$ cat src/design/lpit_pkg.sv
// Shared types and constants for the linear probe intern table.
package lpit_pkg;

  localparam int CAPACITY_DEF   = 64;
  localparam int MAX_INPUTS_DEF = 4;
  localparam int NODE_ID_BITS   = 16;
  localparam int IN_FIELDS      = 4;
  localparam int HASH_BITS      = 64;
  localparam int TYPE_BITS      = 8;
  localparam int CNT_BITS       = 3;
  localparam int LOAD_NUM       = 3;
  localparam int LOAD_DEN       = 4;

  typedef enum logic [1:0] {
    OP_LOOKUP = 2'd0,
    OP_INSERT = 2'd1,
    OP_REMOVE = 2'd2,
    OP_NONE   = 2'd3
  } op_t;

  typedef enum logic [1:0] {
    ST_DONE = 2'd0,
    ST_MISS = 2'd1,
    ST_FULL = 2'd2,
    ST_NULL = 2'd3
  } status_t;

  typedef enum logic [9:0] {
    S_IDLE    = 10'b00_0000_0001,
    S_HOME    = 10'b00_0000_0010,
    S_PROBE   = 10'b00_0000_0100,
    S_CMP     = 10'b00_0000_1000,
    S_SCAN    = 10'b00_0001_0000,
    S_RH_CHK  = 10'b00_0010_0000,
    S_RH_READ = 10'b00_0100_0000,
    S_RH_HOME = 10'b00_1000_0000,
    S_RH_WALK = 10'b01_0000_0000,
    S_FIN     = 10'b10_0000_0000
  } state_t;

  typedef struct packed {
    logic                 start;
    logic [HASH_BITS-1:0] value;
  } home_req_t;

endpackage

$ cat src/design/lpit_slot_ram.sv
// Slot storage: one write port and one registered read port.
module lpit_slot_ram #(
  parameter int DEPTH = lpit_pkg::CAPACITY_DEF,
  parameter int WIDTH = 8
) (
  input  logic                     clk,
  input  logic                     we,
  input  logic [$clog2(DEPTH)-1:0] wa,
  input  logic [WIDTH-1:0]         wd,
  input  logic                     re,
  input  logic [$clog2(DEPTH)-1:0] ra,
  output logic [WIDTH-1:0]         rd
);

  logic [WIDTH-1:0] mem [DEPTH];

  always_ff @(posedge clk) begin
    if (we) begin
      mem[wa] <= wd;
    end
    if (re) begin
      rd <= mem[ra];
    end
  end

endmodule

$ cat config.mk
export PLATFORM = sky130hd
export DESIGN_NAME = lpit_slot_ram
export DESIGN_NICKNAME = d
export VERILOG_FILES = /design/src/design/lpit_pkg.sv /design/src/design/lpit_slot_ram.sv
export SDC_FILE = /design/constraint.sdc
export NUM_CORES = 1
export LEC_CHECK = 0
export BUFFER_PORTS_ARGS = -buffer_cell sky130_fd_sc_hd__buf_2
export CORE_MARGIN = 2
export CORE_UTILIZATION = 35
export CTS_CLUSTER_SIZE = 30
export DETAILED_ROUTE_END_ITERATION = 8
export PLACE_DENSITY = 0.55
export SYNTH_ARGS = -nofsm -noshare
export SYNTH_HDL_FRONTEND = slang
export SYNTH_SLANG_ARGS = --single-unit
$ cat constraint.sdc
create_clock -name clk -period 2.5 [get_ports clk]
set_clock_uncertainty 0.05 [all_clocks]
set_input_delay 0 -clock clk [delete_from_list [all_inputs] [get_ports clk]]
set_output_delay 0 -clock clk [all_outputs]
set_load 0.03 [all_outputs]
==> flow_summary.ini <==
[route]
wl_per_cell_um = 25.4
first_pass_iters = 5
drt-initial-drc-count = 1113
route.detailed.drc = 0
dr_total_vias = 10005
via_per_inst = 5.22
drt-total-wl_um = 48600
ant_nets = 0

[yosys]
ys_warn_count = 0
synth_xor_area_frac = 0
yosysSeqAreaShare = 0.771
synthesis.area_sq_um = 20200
synthArstFlopShare = 0
syn_nets = 963
synth_top_flop_cell = edfxtp_1
synthCells = 940
synth_edf_count = 520
synth_fa_ha_area_frac = 0
synth_top_family_by_area = multiplexers
synth.area.mux_share = 0.159
synth.avg_cell_area_sq_um = 21.5
synth-seq-cells = 520
synth-compound-area-share = 0.0206
synthSimpleGateAreaFrac = 0.0337
yosys.cell_types.count = 39

[finish]
final_cell_area_sq_um = 24000
layout.nets = 1136
utilization = 0.417
layoutNonFillerInstCount = 1918
drive_above_1_share = 0.319
syn2layout_area_growth_pct = 18.4
n_antenna_cell = 0

[run]
cap_violations = 0

[worst_setup_path]
crit_slowest_cell = mux4_2
cpLargestDelayFamily = multiplexers
cp.arrival_ns = 2.58
cp.required_ns = 2.78
critPathBufInv = 0
crit_fanout = 1
cp-end-kind = register
worstSetupStartpointType = register
max_stage_delay_ns = 0.47
crit_chain = mux4_2, mux2_2, o221a_2, nor3_1, o32ai_1
critPathKind = reg2reg

[sta]
slew_headroom = 0.434
min_period_over_period = 0.920
finalHoldViolCount = 0
slew_viol_final = 0
post-route-min-period_ns = 2.30
max_freq_ghz = 0.435
fin_tns_setup_ns = 0
hold_ws_ns = 0.0114
layout_setup_ws_ns = 0.199
rsz0062_at_grt = false
setup_violations = 0
tightest_slew_ns = 0.849

[power_and_ir_drop]
p_per_area_nw_per_um2 = 768
p_leak_nw = 7.67
total_power_mw = 18.4
ir_drop_v = 0.000451

[grt]
grt_max_degree = 65
antenna_found_initial = 1
gr-total-overflow = 0
grt_pass1_vias = 10337
grt_pass1_wl_um = 71400
grt_usage = 0.165

[placed_design]
place.gp.congestion = 0.775
place_area_sq_um = 22200
placed_cells = 1812
io_buffers = 30
hpwl_um = 31500
dp_slack_ns = -0.0249

[outcome]
status = complete, no violations

[clock_network]
clockRootBuffer = clkbuf_16
cts.sinks = 520
postCtsResizedCells = 0
cts_buffers = 52
clkSlewWorstSetupHoldPaths_ns = 0.06
tritoncts = yes
clk_latency_ns = 0.60
cts_buffer_depth = 3
cts_setup_buffers = 0
htreeDepth = 2

[floorplanning]
die_w_um = 245
io_pins = 31
start_util = 0.352
design.core.area_sq_um = 57500
dieArea_sq_um = 59800
placement_rows = 88
die_h_um = 245

[min_path]
hold_class = in2reg
-- metal layers --
layer / global-route usage / up-vias / wire [um]
met2: 0.262 / 328 / 23000
met4: 0.0464 / 2 / 970
li1: - / 4285 / -
met5: 0 / - / 15
met3: 0.0293 / 68 / 3180
met1: 0.236 / 5322 / 21500
-- state kept, by name, summed over array words and instances (netlist names) --
signal / flops
rd: 8
mem: 512
-- synthesized netlist by cell type (4+ instances only) --
library cell  instances  area share
a211oi_1              4      0.0015
a221oi_1              6      0.0026
buf_1                 4     0.00074
buf_2                11      0.0027
buf_4                13      0.0048
buf_6                 4      0.0022
clkbuf_1             17      0.0032
edfxtp_1            520        0.77
mux2_2               13      0.0072
mux2i_1              23       0.011
mux4_2              126        0.14
nand2_1              19      0.0035
nand2b_1              7      0.0022
nand3_1              13      0.0032
nor2_1               83       0.015
nor2b_1              14      0.0043
nor3_1                7      0.0017
o221ai_1              8      0.0035
o22ai_1               8      0.0025
-- cell usage in the layout (no fill, tap or decap), types with 3 or more instances in the layout --
master	Yosys	routed
o221ai_1	8	8
nor2_1	83	83
o22ai_1	8	8
a221oi_1	6	6
clkinv_1	0	9
bufinv_16	0	6
buf_4	13	116
o2111ai_1	3	3
nand3b_1	3	3
buf_12	2	14
edfxtp_1	520	520
a211oi_1	4	4
o2bb2ai_1	3	3
a21oi_1	3	3
a22oi_1	3	3
nand2b_1	7	7
clkbuf_16	0	53
clkinv_2	0	6
mux4_2	126	126
nor3_1	7	7
buf_2	11	27
nand3_1	13	13
mux2i_1	23	23
mux2_2	13	13
clkbuf_1	17	16
nor2b_1	14	14
dlygate4sd3_1	0	12
nand2_1	19	19
-- kinds of logic after synthesis --
logic type,after synthesis
simple gates,153
mux,162
buf+inv,51
compound gates,54
flops,520
-- where the power goes --
group          total [mW]  internal, mW  switching [mW]
clock network        7.72          4.51            3.20
logic                1.01         0.410           0.604
registers            9.69          9.67          0.0260
-- area by class of cell --
| cell class | count | area [sq um] |
|---|---|---|
| fill | 5027 | 33500 |
| clock inverter | 25 | 285 |
| timing repair buffer | 170 | 1420 |
| sequential | 520 | 15600 |
| multi-input combinational | 369 | 4320 |
| clock buffer | 69 | 1390 |
| tap | 765 | 957 |
-- worst paths after layout --
check | to | from | cells after the start | slack (ns)
worst max-delay path | rd[6]$_DFFE_PP_ | mem[21][6]$_DFFE_PP_ | 5 | 0.20
worst min-delay path | mem[48][7]$_DFFE_PP_ | wd[7] | 1 | 0.01
worst max register to register | rd[6]$_DFFE_PP_ | mem[21][6]$_DFFE_PP_ | 5 | 0.20
worst min register to register | rd[0]$_DFFE_PP_ | mem[22][0]$_DFFE_PP_ | 4 | 0.88
-- repair_timing --
action                                  CTS  global route
hold buffers                             12             0
endpoints found under the setup margin    0             0
hold endpoints to repair                168             0
Power figures use the tool's default switching activity.
