<file path="src/design/lpit_pkg.sv">
// Shared types and constants for the linear probe intern table.
package lpit_pkg;

  localparam int CAPACITY_DEF   = 64;
  localparam int MAX_INPUTS_DEF = 4;
  localparam int NODE_ID_BITS   = 16;
  localparam int IN_FIELDS      = 4;
  localparam int HASH_BITS      = 64;
  localparam int TYPE_BITS      = 8;
  localparam int CNT_BITS       = 3;
  localparam int LOAD_NUM       = 3;
  localparam int LOAD_DEN       = 4;

  typedef enum logic [1:0] {
    OP_LOOKUP = 2'd0,
    OP_INSERT = 2'd1,
    OP_REMOVE = 2'd2,
    OP_NONE   = 2'd3
  } op_t;

  typedef enum logic [1:0] {
    ST_DONE = 2'd0,
    ST_MISS = 2'd1,
    ST_FULL = 2'd2,
    ST_NULL = 2'd3
  } status_t;

  typedef enum logic [9:0] {
    S_IDLE    = 10'b00_0000_0001,
    S_HOME    = 10'b00_0000_0010,
    S_PROBE   = 10'b00_0000_0100,
    S_CMP     = 10'b00_0000_1000,
    S_SCAN    = 10'b00_0001_0000,
    S_RH_CHK  = 10'b00_0010_0000,
    S_RH_READ = 10'b00_0100_0000,
    S_RH_HOME = 10'b00_1000_0000,
    S_RH_WALK = 10'b01_0000_0000,
    S_FIN     = 10'b10_0000_0000
  } state_t;

  typedef struct packed {
    logic                 start;
    logic [HASH_BITS-1:0] value;
  } home_req_t;

endpackage

</file>
<file path="src/design/lpit_match.sv">
// Key compare: hash, operation type, input count and the counted input ids.
module lpit_match #(
  parameter int ST_IN = lpit_pkg::MAX_INPUTS_DEF
) (
  input  logic [lpit_pkg::HASH_BITS-1:0]          e_hash,
  input  logic [lpit_pkg::TYPE_BITS-1:0]          e_type,
  input  logic [lpit_pkg::CNT_BITS-1:0]           e_cnt,
  input  logic [ST_IN*lpit_pkg::NODE_ID_BITS-1:0] e_ids,
  input  logic [lpit_pkg::HASH_BITS-1:0]          k_hash,
  input  logic [lpit_pkg::TYPE_BITS-1:0]          k_type,
  input  logic [lpit_pkg::CNT_BITS-1:0]           k_cnt,
  input  logic [ST_IN*lpit_pkg::NODE_ID_BITS-1:0] k_ids,
  output logic                                    hit
);

  localparam int IDW = lpit_pkg::NODE_ID_BITS;

  always_comb begin
    hit = (e_hash == k_hash) && (e_type == k_type) && (e_cnt == k_cnt);
    for (int i = 0; i < ST_IN; i++) begin
      if ((32'(k_cnt) > i) && (e_ids[i*IDW +: IDW] != k_ids[i*IDW +: IDW])) begin
        hit = 1'b0;
      end
    end
  end

endmodule

</file>
<file path="config.mk">
export PLATFORM = sky130hd
export DESIGN_NAME = lpit_match
export DESIGN_NICKNAME = d
export VERILOG_FILES = /design/src/design/lpit_pkg.sv /design/src/design/lpit_match.sv
export SDC_FILE = /design/constraint.sdc
export NUM_CORES = 1
export LEC_CHECK = 0
export BUFFER_PORTS_ARGS = -buffer_cell sky130_fd_sc_hd__buf_2
export CORE_AREA = 2 2 107 109
export DETAILED_ROUTE_END_ITERATION = 12
export DIE_AREA = 0 0 109 111
export PLACE_DENSITY = 0.47
export SYNTH_ARGS = -nofsm -noshare
export SYNTH_HDL_FRONTEND = slang
export SYNTH_SLANG_ARGS = --single-unit
</file>
<file path="constraint.sdc">
create_clock -name vclk -period 1.5
set_clock_uncertainty 0.15 [all_clocks]
set_input_delay 0.15 -clock vclk [all_inputs]
set_output_delay 0.15 -clock vclk [all_outputs]
set_load 0.005 [all_outputs]
</file>
==> impl_metrics.toml, run 1 <==
[status]
status = "complete, but fails checks"
violations = "setup timing"

[routing]
detail-route-antenna-nets = 0
wirelength_mm = 7.349
wl_per_cell_um = 11.87
firstDrtPassIters = 4
via_count = 2428
drt-initial-drc-count = 29
via_per_inst = 3.922
drc = 0

[layout]
final_nets = 756
stdcell_area_um2 = 3467
area_growth_pct = 122.6
final_util_pct = 31.30
drive_above_1_share_pct = 65.13
nFillCells = 1175
clkbuf_count = 0
seqCellArea_um2 = 0
n_sequential_cell = 0
n_antenna_cell = 0

[sta]
post-route-min-period_ns = 1.845
rsz0062_at_grt = "yes"
fin_tns_setup_ns = -0.3446
relSlewSlack_pct = 75.81
finalCritPeriodShare_pct = 123.0
finalSetupViolCount = 1
slew_viol_final = 0
fmax_mhz = 542.1
tightest_slew_ns = 0.3595
fin_ws_ns = -0.3446
hold_viol = 0

[worst_hold_path]
min_path_type = "input pin to output port"
min_delay_worst_endpoint = "hit"
hp-start = "k_cnt[2]"
hold_depth = 4

[grt]
grt_pass1_wl_mm = 10.46
grt_use_total_pct = 10.61
grt_max_degree = 5
grt_pass1_vias = 2510
overflow = 0
antenna_found_initial = 0

[die]
core_um2 = 11080
pin_count = 279
start_util_pct = 14.06
rows = 39
dieHeight_um = 111
die-width_um = 109
fp.dieArea_um2 = 12100

[worst_setup_path]
slowest_delay_ns = 0.36
arrival_ns = 1.54
path_cells = "buf_6 > xnor2_1 > nand4_1 > nor4_2 > buf_4 > a21boi_4 > nor4_2 > buf_2"
crit_required_ns = 1.20
crit_path_start_kind = "input pin"
end_kind = "output port"
crit_path_top_delay_cell = "nor4_2"
critPathMostFrequentCell = "nor4_2"
worstSetupPathType = "input pin to output port"
crit_fanout = 2

[logic_synthesis]
syn_nets = 469
synthCells = 191
syn_area_um2 = 1558
ys_seq_area_share_pct = 0
synth_commonest_cells = "xnor2_1 (139), nand4_1 (34), nor4_1 (6)"
synth_most_common_cell = "xnor2_1"
synth_largest_area_cell = "xnor2_1"
yosys_warnings = 0
ys_types = 11
synth_area_leaders = "xnor2_1 (78%), nand4_1 (14%), nor4_1 (2.4%)"
synth_top_area_share_pct = 78.15
avgSynthCellArea_um2 = 8.156

[power_and_ir_drop]
power_mw = 0.9086
p_per_area_nw_per_um2 = 262.1
peakVddDrop_mv = 0.08167
power_leakage_nw = 1.607

[place]
dp.final_hpwl_mm = 6.889
io_buffers = 279
post-place-ws_ns = -0.4240
place.gp.congestion = 0.7698
place_area_um2 = 3186

[cts]
cts_setup_buffers = 0
cts_hold_buffers = 0

[run]
drv_cap = 0
## worst max-delay path by stage
stage / startpoint / to / slack, ns / depth (start not counted)
final: e_ids[46] / hit / -0.34 / 8
after CTS: k_hash[22] / hit / -0.34 / 7
after global routing: k_hash[12] / hit / -0.46 / 8
after detailed placement: k_hash[11] / hit / -0.42 / 8
after floorplan: k_hash[0] / hit / 0.15 / 5
after global placement: k_hash[11] / hit / -0.47 / 8
## repair_timing
item	CTS	global route
resized for setup	4	41
pin swaps	2	24
setup endpoints to repair	1	1
## layout make-up
class	count	area [um2]	share of cell area (%)
multi-input combinational	191	1734	50.02
timing repair buffer	285	1554	44.82
tap	143	178.9	5.161
## per-stage QoR
stage	instances	hold slack (ns)
CTS	619	0.7025
global route	619	0.6745
finish	619	0.6297
floorplan	191	0.3403
detailed placement	620	0.6988
global placement	620	0.6975
## where the power goes
group          internal, mW  switching (mW)  leakage, nW
clock network             0               0            0
registers                 0               0            0
logic                 0.582           0.327         1.61
total                 0.582           0.327         1.61
## critical path: cells and delay by family
kind            cells  cell delay, ns
simple gates        3            0.73
xor+xnor            1            0.15
buf+inv             3            0.46
compound gates      1            0.06
## cells in the final DEF, fill, tap and decap left out
cell type,Yosys,layout
a21boi_4,0,1
xnor2_2,0,16
nand4_1,34,34
xnor2_1,139,123
nor3_1,2,2
buf_4,0,6
nor4_1,6,1
nand2_1,1,1
nand3_1,2,2
o22ai_1,1,1
o211ai_1,1,1
nor4_4,0,2
nor2_1,1,1
buf_6,0,18
buf_2,0,261
nor4_2,3,6
## cells by family (layout without fill, tap and decap cells)
logic type | count (synthesis) | in the layout | share of synthesized area [%]
and+or+nand+nor | 49 | 49 | 20.24
xor gates and xnor gates | 139 | 139 | 78.15
AOI/OAI and AO/OA | 3 | 3 | 1.607
buffers and inverters | 0 | 285 | 0
## routing by layer
layer,wire length [um],global-route usage [%]
met1,2545,11.16
met5,0,0
met4,87,1.368
met2,4010,22.28
met3,705,0.8818
Note: power is estimated with default switching activity, not from simulation.
==> run 2, diff against run 1 <==
--- a/config.mk
+++ b/config.mk
@@ -9,6 +9,7 @@
 export CORE_AREA = 2 2 107 109
 export DETAILED_ROUTE_END_ITERATION = 12
 export DIE_AREA = 0 0 109 111
+export MAX_ROUTING_LAYER = met4
 export PLACE_DENSITY = 0.47
 export SYNTH_ARGS = -nofsm -noshare
 export SYNTH_HDL_FRONTEND = slang
==> run 2 against run 1 <==
Compared with the run above:
- power about the same
- maximum frequency up 1.3%
- largest cell class unchanged
- largest power group unchanged
- the run still ends with setup timing left
- non-clock buffer count unchanged
- count of clock-buffer cells in the layout unchanged
- utilization unchanged
- via count unchanged
==> impl_metrics.toml, run 2 (same netlist as run 1, synthesis figures left out) <==
[status]
status = "complete, but fails checks"
violations = "setup timing"

[power_and_ir_drop]
peakVddDrop_mv = 0.08166
sw_frac_of_total_pct = 35.96
p_int_mw = 0.5818
power_mw = 0.9086
p_per_area_nw_per_um2 = 262.1
power_leakage_nw = 1.607
p_sw_mw = 0.3267
p_comb_share_pct = 100.0
clockPowerShare_pct = 0
p_seq_share_pct = 0

[sta]
finalCritPeriodShare_pct = 121.4
rsz0062_at_grt = "yes"
fin_tns_setup_ns = -0.3204
fin_ws_ns = -0.3204
relSlewSlack_pct = 75.81
post-route-min-period_ns = 1.820
tightest_slew_ns = 0.3595
hold_viol = 0
whs_ns = 0.6289
finalSetupViolCount = 1
slew_viol_final = 0
fmax_mhz = 549.3

[routing]
via_count = 2428
detail-route-antenna-nets = 0
firstDrtPassIters = 2
via_per_inst = 3.922
wirelength_mm = 7.348
drt-initial-drc-count = 31
drc = 0
wl_per_cell_um = 11.87

[grt]
grt_pass1_wl_mm = 10.44
grt_pass1_vias = 2515
grt_use_total_pct = 10.88
overflow = 0
grt_max_degree = 5
antenna_found_initial = 0

[worst_hold_path]
hp-start = "k_cnt[2]"
min_path_type = "input pin to output port"

[run]
drv_cap = 0

[layout]
final_cells = 619
seqCellArea_um2 = 0
multi_input_area_um2 = 1734
stdcell_area_um2 = 3467
n_antenna_cell = 0
clkbuf_count = 0
final_util_pct = 31.30
nFillCells = 1175
n_sequential_cell = 0
final_nets = 756
layout_common_cells = "buf_2 (261), xnor2_1 (123), nand4_1 (34), buf_6 (18), xnor2_2 (16)"
drive_above_1_share_pct = 65.13
layout_commonest_cell = "buf_2"
area_growth_pct = 122.6

[place]
dp.final_hpwl_mm = 6.889
dp.cells = 620
place.gp.congestion = 0.7801
io_buffers = 279
post-place-ws_ns = -0.4240
place_area_um2 = 3186

[worst_setup_path]
crit_required_ns = 1.20
crit_fanout = 2
end_kind = "output port"
worstSetupPathType = "input pin to output port"
arrival_ns = 1.52
crit_path_start_kind = "input pin"
crit_path_start = "e_ids[46]"

[die]
pin_count = 279
die-width_um = 109
rows = 39
core_um2 = 11080
dieHeight_um = 111
start_util_pct = 14.06
fp.dieArea_um2 = 12100

[cts]
cts_setup_buffers = 0
[run 2: cell counts in the layout (fill, tap and decap cells not counted)]
No cell type changed its count.
[run 2: path summary, 6_finish.rpt]
kind | end | slack (ns) | cells after the start
setup / recovery | hit | -0.32 | 8
hold / removal | hit | 0.63 | 4
[run 2: layout make-up]
| type | instances | share of cell area (%) |
|---|---|---|
| multi-input cells | 191 | 50.02 |
| repair buffers | 285 | 44.82 |
| well taps | 143 | 5.161 |
[run 2: repair_timing]
action,CTS,global route
resized for setup,4,41
endpoints found under the hold margin,0,0
setup endpoints to repair,1,1
pin swaps,2,24
hold buffers,0,0
[run 2: power groups by stage]
stage               combinational, mW  sequential, mW  clock [mW]
floorplan                       0.362               0           0
detailed placement              0.835               0           0
finish                          0.909               0           0
global placement                0.820               0           0
global route                    0.994               0           0
CTS                             0.843               0           0
[run 2: layer usage]
metal / part of all wire (%) / GRT usage [%] / wire length (um) / vias to the layer above
met5: 0 / - / 0 / -
met4: 1.5 / 1.624 / 108 / 0
met3: 9.4 / 0.7055 / 690 / 10
met2: 54 / 22.15 / 3993 / 138
met1: 35 / 11.19 / 2556 / 1042
li1: - / - / - / 1238
[run 2: critical path: stages]
cell and delay, ns:
buf_6 0.09, xnor2_1 0.15, nand4_1 0.13, nor4_2 0.34, buf_4 0.19, a21boi_4 0.06
nor4_2 0.24, buf_2 0.18
